--- src/sv/bec_pkg.sv ---
`timescale 1ns / 1ps
// ----------------------------------------------------------------------------
// bec_pkg
// shared constants, codes and types of the button event classifier
// ----------------------------------------------------------------------------
package bec_pkg;

    localparam int NUM_BUTTONS_DEFAULT = 16;
    localparam int COUNT_WIDTH_DEFAULT = 16;
    localparam int MAX_LANES           = 16;

    localparam int REG_W     = 16;
    localparam int CFG_IDX_W = 3;
    localparam int EVENT_W   = 4;
    localparam int STAGE_W   = 2;
    localparam int CLICK_W   = 8;
    localparam int INDEX_W   = 4;
    localparam int ACTIVE_W  = 5;

    // register indexes
    localparam logic [CFG_IDX_W-1:0] REG_ACTIVE_LEVEL = 3'd0;
    localparam logic [CFG_IDX_W-1:0] REG_SHORT_PRESS  = 3'd1;
    localparam logic [CFG_IDX_W-1:0] REG_LONG_PRESS   = 3'd2;
    localparam logic [CFG_IDX_W-1:0] REG_LONG_HOLD    = 3'd3;
    localparam logic [CFG_IDX_W-1:0] REG_CLICK_GAP    = 3'd4;

    // button stages
    localparam logic [STAGE_W-1:0] STAGE_IDLE  = 2'd0;
    localparam logic [STAGE_W-1:0] STAGE_DOWN  = 2'd1;
    localparam logic [STAGE_W-1:0] STAGE_MULTI = 2'd2;

    // event codes
    localparam logic [EVENT_W-1:0] EV_DOWN        = 4'd0;
    localparam logic [EVENT_W-1:0] EV_CLICK       = 4'd1;
    localparam logic [EVENT_W-1:0] EV_DOUBLE      = 4'd2;
    localparam logic [EVENT_W-1:0] EV_REPEAT      = 4'd3;
    localparam logic [EVENT_W-1:0] EV_SHORT_START = 4'd4;
    localparam logic [EVENT_W-1:0] EV_SHORT_UP    = 4'd5;
    localparam logic [EVENT_W-1:0] EV_LONG_START  = 4'd6;
    localparam logic [EVENT_W-1:0] EV_LONG_UP     = 4'd7;
    localparam logic [EVENT_W-1:0] EV_HOLD        = 4'd8;
    localparam logic [EVENT_W-1:0] EV_HOLD_UP     = 4'd9;
    localparam logic [EVENT_W-1:0] EV_NONE        = 4'd10;

    localparam logic [REG_W-1:0] SHORT_PRESS_RESET = 16'd50;
    localparam logic [REG_W-1:0] LONG_PRESS_RESET  = 16'd150;
    localparam logic [REG_W-1:0] LONG_HOLD_RESET   = 16'd300;
    localparam logic [REG_W-1:0] CLICK_GAP_RESET   = 16'd20;

    typedef struct packed {
        logic [REG_W-1:0] short_press;
        logic [REG_W-1:0] long_press;
        logic [REG_W-1:0] long_hold;
        logic [REG_W-1:0] click_gap;
    } thresholds_t;

    typedef struct packed {
        logic               active;
        logic [EVENT_W-1:0] event_code;
        logic               fired;
    } lane_status_t;

    function automatic logic [EVENT_W-1:0] click_event(input logic [CLICK_W-1:0] clicks);
        logic [EVENT_W-1:0] ev;
        if (clicks < CLICK_W'(EV_REPEAT))
            ev = EVENT_W'(clicks);
        else
            ev = EV_REPEAT;
        return ev;
    endfunction

endpackage

--- src/sv/bec_lane.sv ---
`timescale 1ns / 1ps
// ----------------------------------------------------------------------------
// bec_lane
// per-button stage machine with tick counter, click counter and event state
// ----------------------------------------------------------------------------
module bec_lane
    import bec_pkg::*;
#(
    parameter int COUNT_WIDTH = COUNT_WIDTH_DEFAULT
)
(
    input  logic         clk,
    input  logic         rst_n,
    input  logic         step,
    input  logic         pressed,
    input  thresholds_t  thr,
    output lane_status_t status
);

    localparam int CMP_W = (COUNT_WIDTH > REG_W) ? COUNT_WIDTH : REG_W;

    logic [STAGE_W-1:0]     stage_reg, stage_next;
    logic [COUNT_WIDTH-1:0] tick_reg, tick_next;
    logic [CLICK_W-1:0]     click_reg, click_next;
    logic [EVENT_W-1:0]     event_reg, event_next;
    logic                   fired_reg, fired_next;

    logic [COUNT_WIDTH-1:0] tick_inc;
    logic [COUNT_WIDTH-1:0] hold_trunc;
    logic [CMP_W-1:0]       cnt_ext;
    logic                   ge_hold, ge_long, ge_short, gt_gap;

    assign hold_trunc = COUNT_WIDTH'(thr.long_hold);
    assign tick_inc   = tick_reg + COUNT_WIDTH'(1);

    always_comb
    begin
        stage_next = stage_reg;
        click_next = click_reg;
        event_next = event_reg;
        fired_next = 1'b0;
        tick_next  = tick_reg;

        // counter runs while not idle, all ones wraps to the hold threshold
        if (stage_reg != STAGE_IDLE)
        begin
            if (tick_inc == '1)
                tick_next = hold_trunc;
            else
                tick_next = tick_inc;
        end

        cnt_ext  = CMP_W'(tick_next);
        ge_hold  = cnt_ext >= CMP_W'(thr.long_hold);
        ge_long  = cnt_ext >= CMP_W'(thr.long_press);
        ge_short = cnt_ext >= CMP_W'(thr.short_press);
        gt_gap   = cnt_ext >  CMP_W'(thr.click_gap);

        case (stage_reg)
            STAGE_IDLE:
            begin
                if (pressed)
                begin
                    tick_next  = '0;
                    click_next = '0;
                    event_next = EV_DOWN;
                    fired_next = 1'b1;
                    stage_next = STAGE_DOWN;
                end
                else
                begin
                    event_next = EV_NONE;
                end
            end
            STAGE_DOWN:
            begin
                if (pressed)
                begin
                    if (click_reg != '0)
                    begin
                        if (gt_gap)
                        begin
                            event_next = click_event(click_reg);
                            fired_next = 1'b1;
                            tick_next  = '0;
                            click_next = '0;
                        end
                    end
                    else if (ge_hold)
                    begin
                        event_next = EV_HOLD;
                        fired_next = (event_reg != EV_HOLD);
                    end
                    else if (ge_long)
                    begin
                        event_next = EV_LONG_START;
                        fired_next = (event_reg != EV_LONG_START);
                    end
                    else if (ge_short)
                    begin
                        event_next = EV_SHORT_START;
                        fired_next = (event_reg != EV_SHORT_START);
                    end
                end
                else
                begin
                    if (ge_hold)
                    begin
                        event_next = EV_HOLD_UP;
                        fired_next = 1'b1;
                        stage_next = STAGE_IDLE;
                    end
                    else if (ge_long)
                    begin
                        event_next = EV_LONG_UP;
                        fired_next = 1'b1;
                        stage_next = STAGE_IDLE;
                    end
                    else if (ge_short)
                    begin
                        event_next = EV_SHORT_UP;
                        fired_next = 1'b1;
                        stage_next = STAGE_IDLE;
                    end
                    else
                    begin
                        stage_next = STAGE_MULTI;
                        if (click_reg != '1)
                            click_next = click_reg + CLICK_W'(1);
                    end
                end
            end
            STAGE_MULTI:
            begin
                if (pressed)
                begin
                    stage_next = STAGE_DOWN;
                    tick_next  = '0;
                end
                else if (gt_gap)
                begin
                    event_next = click_event(click_reg);
                    fired_next = 1'b1;
                    stage_next = STAGE_IDLE;
                end
            end
            default:
            begin
                // unused stage only counts ticks
                stage_next = stage_reg;
            end
        endcase
    end

    always_ff @(posedge clk or negedge rst_n)
    begin
        if (!rst_n)
        begin
            stage_reg <= STAGE_IDLE;
            tick_reg  <= '0;
            click_reg <= '0;
            event_reg <= EV_NONE;
            fired_reg <= 1'b0;
        end
        else if (step)
        begin
            stage_reg <= stage_next;
            tick_reg  <= tick_next;
            click_reg <= click_next;
            event_reg <= event_next;
            fired_reg <= fired_next;
        end
    end

    assign status.active     = (stage_reg != STAGE_IDLE);
    assign status.event_code = event_reg;
    assign status.fired      = fired_reg;

endmodule

--- src/sv/bec_merge.sv ---
`timescale 1ns / 1ps
// ----------------------------------------------------------------------------
// bec_merge
// walks the lanes highest index first, emits one result each, counts actives
// ----------------------------------------------------------------------------
module bec_merge
    import bec_pkg::*;
#(
    parameter int LANES = MAX_LANES
)
(
    input  logic                clk,
    input  logic                rst_n,
    input  logic                start,
    input  lane_status_t        lane_st [LANES],
    output logic                busy,
    output logic                out_valid,
    input  logic                out_stall,
    output logic [INDEX_W-1:0]  button_index,
    output logic [EVENT_W-1:0]  event_code,
    output logic                fired,
    output logic [ACTIVE_W-1:0] active_count,
    output logic                last
);

    localparam int IDX_W = (LANES > 1) ? $clog2(LANES) : 1;

    logic                busy_reg;
    logic [IDX_W-1:0]    idx_reg;
    logic [ACTIVE_W-1:0] acc_reg;
    logic                out_valid_reg;
    logic [INDEX_W-1:0]  index_reg;
    logic [EVENT_W-1:0]  event_reg;
    logic                fired_reg;
    logic [ACTIVE_W-1:0] count_reg;
    logic                last_reg;

    logic                load;
    logic                at_end;
    lane_status_t        sel;
    logic [ACTIVE_W-1:0] acc_next;

    assign load     = busy_reg && (!out_valid_reg || !out_stall);
    assign at_end   = (idx_reg == '0);
    assign sel      = lane_st[idx_reg];
    assign acc_next = acc_reg + ACTIVE_W'(sel.active);

    always_ff @(posedge clk or negedge rst_n)
    begin
        if (!rst_n)
        begin
            busy_reg      <= 1'b0;
            idx_reg       <= '0;
            acc_reg       <= '0;
            out_valid_reg <= 1'b0;
        end
        else
        begin
            if (start)
            begin
                busy_reg <= 1'b1;
                idx_reg  <= IDX_W'(LANES - 1);
                acc_reg  <= '0;
            end
            else if (load)
            begin
                acc_reg <= acc_next;
                if (at_end)
                    busy_reg <= 1'b0;
                else
                    idx_reg <= idx_reg - IDX_W'(1);
            end

            if (load)
                out_valid_reg <= 1'b1;
            else if (!out_stall)
                out_valid_reg <= 1'b0;
        end
    end

    always_ff @(posedge clk)
    begin
        if (load)
        begin
            index_reg <= INDEX_W'(idx_reg);
            event_reg <= sel.event_code;
            fired_reg <= sel.fired;
            count_reg <= at_end ? acc_next : '0;
            last_reg  <= at_end;
        end
    end

    assign busy         = busy_reg;
    assign out_valid    = out_valid_reg;
    assign button_index = index_reg;
    assign event_code   = event_reg;
    assign fired        = fired_reg;
    assign active_count = count_reg;
    assign last         = last_reg;

endmodule

--- src/sv/button_event_classifier.sv ---
`timescale 1ns / 1ps
// ----------------------------------------------------------------------------
// button_event_classifier
// click, multi-click and long press classifier for a bank of buttons
// ----------------------------------------------------------------------------
// usage:
//   in channel  : one transaction per scan tick carrying raw_levels, bit i is
//                 the pin level of button i
//   out channel : one transaction per button, highest index first; the final
//                 one has last set and carries active_count
//   config      : cfg_write with cfg_index/cfg_data, written while idle
// timing:
//   every button lane updates its state in the cycle the tick is taken; the
//   merge stage then emits one result per cycle while out_stall is low,
//   walking the lanes once per tick, and in_stall is high for the whole
//   walk, so a new tick is taken only after the last result is loaded
// reset:
//   all buttons idle with no event, thresholds back to their defaults
// stall:
//   out_stall holds the current result and pauses the walk, nothing is lost
// ----------------------------------------------------------------------------
module button_event_classifier
    import bec_pkg::*;
#(
    parameter int NUM_BUTTONS = NUM_BUTTONS_DEFAULT,
    parameter int COUNT_WIDTH = COUNT_WIDTH_DEFAULT
)
(
    input  logic                 clk,
    input  logic                 rst_n,
    input  logic                 cfg_write,
    input  logic [CFG_IDX_W-1:0] cfg_index,
    input  logic [REG_W-1:0]     cfg_data,
    input  logic                 in_valid,
    output logic                 in_stall,
    input  logic [REG_W-1:0]     raw_levels,
    output logic                 out_valid,
    input  logic                 out_stall,
    output logic [INDEX_W-1:0]   button_index,
    output logic [EVENT_W-1:0]   event_code,
    output logic                 fired,
    output logic [ACTIVE_W-1:0]  active_count,
    output logic                 last
);

    localparam int LANES = (NUM_BUTTONS > MAX_LANES) ? MAX_LANES :
                           ((NUM_BUTTONS < 1) ? 1 : NUM_BUTTONS);

    logic [REG_W-1:0] mask_reg;
    thresholds_t      thr_reg;
    logic             take;
    logic             busy;
    logic [REG_W-1:0] pressed_bits;
    lane_status_t     lane_st [LANES];

    always_ff @(posedge clk or negedge rst_n)
    begin
        if (!rst_n)
        begin
            mask_reg            <= '0;
            thr_reg.short_press <= SHORT_PRESS_RESET;
            thr_reg.long_press  <= LONG_PRESS_RESET;
            thr_reg.long_hold   <= LONG_HOLD_RESET;
            thr_reg.click_gap   <= CLICK_GAP_RESET;
        end
        else if (cfg_write)
        begin
            case (cfg_index)
                REG_ACTIVE_LEVEL: mask_reg            <= cfg_data;
                REG_SHORT_PRESS:  thr_reg.short_press <= cfg_data;
                REG_LONG_PRESS:   thr_reg.long_press  <= cfg_data;
                REG_LONG_HOLD:    thr_reg.long_hold   <= cfg_data;
                REG_CLICK_GAP:    thr_reg.click_gap   <= cfg_data;
                default:          mask_reg            <= mask_reg;
            endcase
        end
    end

    assign in_stall     = busy;
    assign take         = in_valid && !busy;
    // pressed when the raw level matches the active level
    assign pressed_bits = ~(raw_levels ^ mask_reg);

    for (genvar i = 0; i < LANES; i++)
    begin : g_lane
        bec_lane #(
            .COUNT_WIDTH (COUNT_WIDTH)
        ) u_lane (
            .clk     (clk),
            .rst_n   (rst_n),
            .step    (take),
            .pressed (pressed_bits[i]),
            .thr     (thr_reg),
            .status  (lane_st[i])
        );
    end

    bec_merge #(
        .LANES (LANES)
    ) u_merge (
        .clk          (clk),
        .rst_n        (rst_n),
        .start        (take),
        .lane_st      (lane_st),
        .busy         (busy),
        .out_valid    (out_valid),
        .out_stall    (out_stall),
        .button_index (button_index),
        .event_code   (event_code),
        .fired        (fired),
        .active_count (active_count),
        .last         (last)
    );

endmodule

--- config.mk ---
export PLATFORM = sky130hd
export DESIGN_NAME = button_event_classifier
export DESIGN_NICKNAME = d
export VERILOG_FILES = /design/src/sv/bec_pkg.sv /design/src/sv/bec_lane.sv /design/src/sv/bec_merge.sv /design/src/sv/button_event_classifier.sv
export SDC_FILE = /design/constraint.sdc
export NUM_CORES = 2
export LEC_CHECK = 0
export BUFFER_PORTS_ARGS = -buffer_cell sky130_fd_sc_hd__buf_2
export CAP_MARGIN = 20
export CORE_AREA = 2 2 391 393
export CTS_CLUSTER_SIZE = 16
export DETAILED_ROUTE_END_ITERATION = 8
export DIE_AREA = 0 0 393 395
export GPL_TIMING_DRIVEN = 0
export MAX_ROUTING_LAYER = met4
export PLACE_DENSITY = 0.58
export SLEW_MARGIN = 20
export SYNTH_ARGS = -nofsm -noshare
export SYNTH_HDL_FRONTEND = slang
export SYNTH_SLANG_ARGS = --single-unit
--- constraint.sdc ---
create_clock -name clk -period 16.65 [get_ports clk]
set_input_delay 1.665 -clock clk [delete_from_list [all_inputs] [get_ports clk]]
set_output_delay 1.665 -clock clk [all_outputs]
set_load 0.01 [all_outputs]
Word-level counts from Yosys, hierarchy flattened
Index checks and enable logic that the tools add are counted.
{"block": "word_totals", "ff_bits": 602, "inputBits": 40, "elab_cells": 1480}
{"block": "classes", "n_reduce_logical": 161, "mux": 797, "n_bitwise": 3, "order_cmp": 81, "eq_ne": 310, "addsub": 34}
{"cell": "two-way mux 16 bit", "count": 96}
{"cell": "two-way mux 8 bit", "count": 128}
{"cell": "two-way mux 4 bit", "count": 195}
{"cell": ">= comparator 16 bit", "count": 48}
{"cell": "case mux 16 bit (2 select lines)", "count": 16}
{"cell": "adder 16 x 1 -> 16 bit (second input constant)", "count": 16}
{"cell": "equality test 16 bit (second input constant)", "count": 16}
{"cell": "greater-than comparator 16 bit", "count": 16}
{"cell": "case mux 8 bit (2 select lines)", "count": 16}
{"cell": "two-way mux 2 bit", "count": 112}
{"cell": "inequality test 3 x 2 -> 1 bit (second input constant)", "count": 64}
{"cell": "case mux 4 bit (3 select lines)", "count": 16}
{"cell": "two-way mux 1 bit", "count": 181}
{"cell": "AND reduction 5 bit", "count": 32}
{"cell": "inequality test 3 bit (second input constant)", "count": 48}
{"cell": "AND reduction 9 bit", "count": 16}
{"cell": "adder 8 x 1 -> 8 bit (second input constant)", "count": 16}
{"cell": "< comparator 8 x 2 -> 1 bit (second input constant)", "count": 16}
{"cell": "inequality test 4 x 3 -> 1 bit (second input constant)", "count": 32}
{"cell": "inequality test 8 bit (second input constant)", "count": 16}
{"cell": "nonzero test 8 bit", "count": 16}
{"cell": "inequality test 2 bit (second input constant)", "count": 49}
{"cell": "case mux 2 bit (3 select lines)", "count": 16}
{"cell": "inequality test 5 x 1 -> 1 bit (second input constant)", "count": 16}
{"cell": "other kinds (28)", "count": 193}

Depth between registers and ports, before layout
{"block": "depth", "depth_word": 11, "depth_mapped": 23, "depth_no_buf": 19}

Hierarchy
From an unflattened synthesis, not the netlist that was laid out.
{"block": "unflattened", "hier_cells": 9473, "hier_area_um2": 73922.1}
{"mod": "bec_lane at g_lane[0].u_lane ...", "seq_area_each_um2": 778.2, "area_per_inst_um2": 4347.9, "cells_each": 575, "instances": 7}
{"mod": "bec_lane at g_lane[14].u_lane ...", "seq_area_each_um2": 778.2, "area_per_inst_um2": 4325.4, "cells_each": 577, "instances": 5}
{"mod": "bec_lane at g_lane[1].u_lane", "seq_area_each_um2": 778.2, "area_per_inst_um2": 4431.8, "cells_each": 599, "instances": 1}
{"mod": "bec_lane at g_lane[9].u_lane", "seq_area_each_um2": 778.2, "area_per_inst_um2": 4166.5, "cells_each": 558, "instances": 1}
{"mod": "bec_lane at g_lane[8].u_lane", "seq_area_each_um2": 778.2, "area_per_inst_um2": 4156.5, "cells_each": 555, "instances": 1}
{"mod": "bec_lane at g_lane[7].u_lane", "seq_area_each_um2": 778.2, "area_per_inst_um2": 4063.9, "cells_each": 522, "instances": 1}
{"mod": "button_event_classifier", "seq_area_each_um2": 2018.2, "area_per_inst_um2": 3236.9, "cells_each": 190, "instances": 1}
{"mod": "bec_merge", "seq_area_each_um2": 725.7, "area_per_inst_um2": 1804.2, "cells_each": 139, "instances": 1}

Least setup slack after synthesis
OpenSTA, ideal clock, no wires.
{"block": "synth_path", "path_type": "register to register", "from": "register g_lane[13].u_lane.tick_reg[0]", "to": "register g_lane[13].u_lane.click_reg[3]", "setup_time_ps": 78, "arrival_ps": 5137, "required_ps": 16572, "slack_ps": 11436, "stages_incl_launch_ff": 21, "cell_sequence": "dfrtp_1 ha_1 nand4_1 or3_1 clkbuf_1 xnor2_1 nor2_1 or4b_1 clkbuf_1 a21oi_1 nor2_1 a21oi_1 ha_1 a211oi_1 o21ai_0 a2111oi_0 o21ai_0 a21boi_0 nand4_1 or4b_2 a21oi_1"}
{"block": "synth_via", "elab_chain_cells": 7, "word_cells_on_any_way": 13, "classes_between": "1 x add/sub; 4 x order compare; 5 x eq/ne; 2 x mux; 1 x reduce/logical"}
{"item": "start: declaration", "line": "bec_lane.sv:23", "source": "logic [COUNT_WIDTH-1:0] tick_reg, tick_next;"}
{"item": "start signal: assignment", "line": "bec_lane.sv:168", "source": "tick_reg <= tick_next;"}
{"item": "adder 16 x 1 -> 16 bit", "line": "bec_lane.sv:34", "source": "assign tick_inc = tick_reg + COUNT_WIDTH'(1);"}
{"item": "equality test 16 bit", "line": "bec_lane.sv:47", "source": "if (tick_inc == '1)"}
{"item": "two-way mux 16 bit", "line": "bec_lane.sv:47"}
{"item": "two-way mux 16 bit (*)", "line": "bec_lane.sv:45", "source": "if (stage_reg != STAGE_IDLE)"}
{"item": "greater-than comparator 16 bit, or another cell as far along", "line": "bec_lane.sv:57", "source": "gt_gap = cnt_ext > CMP_W'(thr.click_gap);"}
{"item": "inequality test 3 x 2 -> 1 bit (no source line) / inequality test 3 bit (equally long branches)"}
{"item": "AND reduction 9 bit (no source line) (*)"}
{"item": "end signal: assignment", "line": "bec_lane.sv:169", "source": "click_reg <= click_next;"}
{"item": "end: declaration", "line": "bec_lane.sv:24", "source": "logic [CLICK_W-1:0] click_reg, click_next;"}
Every way passes the cells marked *; elsewhere a longest branch is shown, timed or not.
A chain may end at the register's enable or synchronous reset.

Worst setup path after layout
{"block": "layout_path", "from": "register g_lane[8].u_lane.tick_reg[1]", "to": "register g_lane[8].u_lane.click_reg[7]"}
{"block": "layout_via", "elab_chain_cells": 7, "word_cells_on_any_way": 13, "classes_between": "1 x add/sub; 4 x order compare; 5 x eq/ne; 2 x mux; 1 x reduce/logical"}
{"item": "start: declaration", "line": "bec_lane.sv:23"}
{"item": "start signal: assignment", "line": "bec_lane.sv:168"}
{"item": "adder 16 x 1 -> 16 bit", "line": "bec_lane.sv:34"}
{"item": "equality test 16 bit", "line": "bec_lane.sv:47"}
{"item": "two-way mux 16 bit", "line": "bec_lane.sv:47"}
{"item": "two-way mux 16 bit (*)", "line": "bec_lane.sv:45"}
{"item": "greater-than comparator 16 bit, or another cell as far along", "line": "bec_lane.sv:57"}
{"item": "inequality test 3 x 2 -> 1 bit (no source line) / inequality test 3 bit (equally long branches)"}
{"item": "AND reduction 9 bit (no source line) (*)"}
{"item": "end signal: assignment", "line": "bec_lane.sv:169"}
{"item": "end: declaration", "line": "bec_lane.sv:24"}
Marked as above.

==> impl_metrics.json <==
{
  "status": "complete, no violations",
  "max_stage_delay_ns": 0.73,
  "drv_slew": 0,
  "gr-usage-met2_pct": 58.58,
  "ant_nets": 0,
  "numPortBuffers": 56,
  "fin_util_pct": 50.32,
  "clock_sinks": 602,
  "cp_cell_sequence": "ha_1 > nand3_1 > nor3_1 > o2bb2ai_1 > a32oi_1 > nor4_1 > buf_2 > a21oi_1 > o21ai_0 > ha_1 > a211oi_1 > nor2_1 > a2111oi_0 > o21ai_0 > a221oi_2 > nand3_1 > or4_1 > o211ai_1",
  "cts_tree": "yes",
  "synth_cell_type_count": 96,
  "routedWlPerCell_um": 30.89,
  "rows": 143,
  "fin_cells": 10800,
  "clock_skew_ns": 0.04193,
  "p_seq_share_pct": 21.2,
  "arrival_ns": 7.97,
  "synth-edff-count": 15,
  "ir_worst_vdd_uv": 111.8,
  "ys_seq_area_share_pct": 22.45,
  "largest_reg_flops": 256,
  "cts_buffers": 84,
  "insertion_delay_ns": 0.76,
  "swShare_pct": 53.34,
  "postCtsSetupBuffers": 0,
  "core_mm2": 0.1512,
  "top_usage_layer": "met2",
  "initial_utilization_pct": 44.78,
  "syn-num-nets": 9566,
  "synth_flop_cell": "dfrtp_1",
  "setup_violations": 0,
  "combPwrFrac_pct": 61.0,
  "io-pin-count": 57,
  "finalCritPeriodShare_pct": 44.02,
  "slowest_stage": "nor3_1",
  "layout.nets": 9808,
  "synthToLayoutAreaGrowth_pct": 12.38,
  "drv_cap": 0,
  "p_int_mw": 5.260,
  "crit_path_max_fanout": 10,
  "use_met3_pct": 12.49,
  "crit_required_ns": 17.29,
  "cp_top_family": "compound AO/OA/AOI/OAI gates",
  "vias_per_cell": 6.834,
  "place.gp.congestion": 1.015,
  "p_switching_mw": 6.012,
  "drive_above_1_share_pct": 7.738,
  "setup.worst_path.end_class": "register",
  "yosys.area.top_type": "ha_1",
  "vias": 73780,
  "finalHoldViolCount": 0,
  "dp_cells": 10560,
  "path_class": "register to register",
  "cts_resized": 0,
  "die_w_um": 393,
  "tightest_slew_ns": 1.240,
  "worst-path-buf-inv": 1,
  "tns_ns": 0,
  "grt_pass1_vias": 67300,
  "initialDrtViolationCount": 9642,
  "clk_transition_reported_paths_ns": 0.06,
  "grt_start_max_net_pins": 86,
  "dpl.hpwl_mm": 243.4,
  "synth_area_mm2": 0.06770,
  "postCtsHoldBufs": 0,
  "grt_pass1_wl_mm": 475.1,
  "avgSynthCellArea_um2": 8.087,
  "drt_wl_total_mm": 333.6,
  "clockPowerShare_pct": 17.8,
  "yosysWarnings": 0,
  "dieArea_mm2": 0.1552,
  "synth_top_area_share_pct": 21.35,
  "synthArstFlopShare_pct": 97.51,
  "holdCritPathClass": "register to register",
  "netlist_top_cells_area": "ha_1, dfrtp_1, a21oi_1",
  "antenna_found_initial": 76,
  "cp-start-kind": "register",
  "powerDensity_mw_per_mm2": 148.2,
  "overflow": 0,
  "synthCells": 8371,
  "rsz0062_at_grt": "no",
  "first_pass_iters": 6,
  "fp.dieH_um": 395,
  "p_leak_nw": 34.01,
  "min_period_ns": 7.329,
  "relSlewSlack_pct": 17.34,
  "grt.met1_usage_pct": 53.92,
  "drc": 0,
  "synth_seq_cells": 602,
  "max_freq_mhz": 136.4,
  "cts_root_buf": "clkbuf_16",
  "track_usage_pct": 43.10,
  "htreeDepth": 3,
  "clock_path_buffers": 3
}
==> kinds of logic (layout without fill, tap and decap cells) <==
group	Yosys count	in the layout	share of synthesized area [%]
adder cells (fa/ha/maj)	1155	1155	21.35
XOR/XNOR	135	135	1.747
AO/OA/AOI/OAI	2818	2818	27.19
buffers and inverters	757	1070	4.266
multiplexers	164	164	3.118
flip-flops	602	602	22.45
other	0	83	0
AND/OR/NAND/NOR	2740	2740	19.89
==> cells in the mapped netlist (40+ instances only) <==
| cell type | n |
|---|---|
| nor3_1 | 155 |
| a21o_1 | 194 |
| o31ai_1 | 98 |
| nor2_1 | 651 |
| xor2_1 | 55 |
| a31oi_1 | 98 |
| a22oi_1 | 52 |
| and4_1 | 56 |
| o2bb2ai_1 | 40 |
| o211ai_1 | 69 |
| o21ai_0 | 639 |
| nand4_1 | 217 |
| mux2_2 | 75 |
| mux2i_1 | 59 |
| nand2_1 | 762 |
| or3_1 | 72 |
| o22a_1 | 69 |
| nand2b_1 | 65 |
| and2_1 | 49 |
| a22o_1 | 103 |
| a211oi_1 | 111 |
| inv_1 | 356 |
| o21a_1 | 54 |
| and3_1 | 110 |
| nor2b_1 | 64 |
| ha_1 | 1155 |
| xnor2_1 | 80 |
| o22ai_1 | 131 |
| dfrtp_1 | 542 |
| nand3_1 | 298 |
| dfstp_2 | 45 |
| a21oi_1 | 714 |
| or4_1 | 50 |
| nor4_1 | 80 |
| clkbuf_1 | 329 |
==> metal layers <==
metal	wire [µm]	up-vias
li1	-	32600
met1	130200	35450
met2	134400	4536
met3	40620	1202
met4	28320	0
met5	0	-
==> worst reg2reg max path, stage by stage (launching register included) <==
cell,delay (ns)
dfrtp_1,0.43
ha_1,0.30
nand3_1,0.24
nor3_1,0.73
o2bb2ai_1,0.21
a32oi_1,0.12
nor4_1,0.64
buf_2,0.39
a21oi_1,0.13
o21ai_0,0.68
ha_1,0.40
a211oi_1,0.26
nor2_1,0.07
a2111oi_0,0.60
o21ai_0,0.25
a221oi_2,0.66
nand3_1,0.39
or4_1,0.63
o211ai_1,0.11
==> power by group through the flow <==
| stage | clock (mW) | sequential, mW | combinational (mW) |
|---|---|---|---|
| 2_1_floorplan | 0 | 2.11 | 4.03 |
| 3_3_place_gp | 0 | 2.38 | 6.12 |
| 3_5_place_dp | 0 | 2.38 | 6.56 |
| 4_1_cts | 2.02 | 2.36 | 6.60 |
| 5_1_grt | 2.08 | 2.41 | 7.36 |
| 6_report | 2.00 | 2.39 | 6.87 |
==> cell usage in the layout (no fill, tap or decap), drive strengths merged, types with 221 or more instances in the layout <==
master / Yosys / layout
clkbuf: 331 / 448
buf: 65 / 221
ha: 1155 / 1155
nor2: 651 / 651
dfrtp: 542 / 542
a21oi: 714 / 714
inv: 356 / 362
nand3: 298 / 298
nand2: 762 / 762
o21ai: 646 / 646
==> per-stage QoR <==
step | hold WS [ns] | cell area [µm²] | power (mW) | setup slack, ns
2_1_floorplan | 0.4231 | 67700 | 6.142 | 11.44
3_3_place_gp | 0.4641 | 70520 | 8.506 | 0.03971
3_5_place_dp | 0.4804 | 72900 | 8.940 | 9.696
4_1_cts | 0.4918 | 75860 | 10.98 | 9.654
5_1_grt | 0.5067 | 76000 | 11.84 | 9.027
6_report | 0.4872 | 76080 | 11.27 | 9.321
==> final cells by class <==
| type | count | area (µm²) |
|---|---|---|
| inverter | 361 | 1394 |
| fill | 14600 | 75110 |
| buffer | 396 | 1619 |
| antenna | 83 | 207.7 |
| multi-input combinational | 7012 | 49650 |
| sequential | 602 | 15200 |
| tap | 2030 | 2540 |
| timing repair buffer | 156 | 2522 |
| clock buffer | 117 | 2396 |
| clock inverter | 40 | 554.3 |
==> worst paths after layout <==
kind                                              start                            end  slack, ns  depth (start not counted)
max                        g_lane[8].u_lane.tick_reg[1]  g_lane[8].u_lane.click_reg[7]       9.32                         18
max in group asynchronous                         rst_n  g_lane[5].u_lane.click_reg[5]      14.04                          4
min                                  u_merge.idx_reg[2]        u_merge.button_index[2]       0.49                          0
min reg2reg                          u_merge.idx_reg[2]        u_merge.button_index[2]       0.49                          0
min in group asynchronous                         rst_n  g_lane[4].u_lane.click_reg[7]       0.84                          1
max reg2reg                g_lane[8].u_lane.tick_reg[1]  g_lane[8].u_lane.click_reg[7]       9.32                         18
Note: power is estimated with default switching activity, not from simulation.
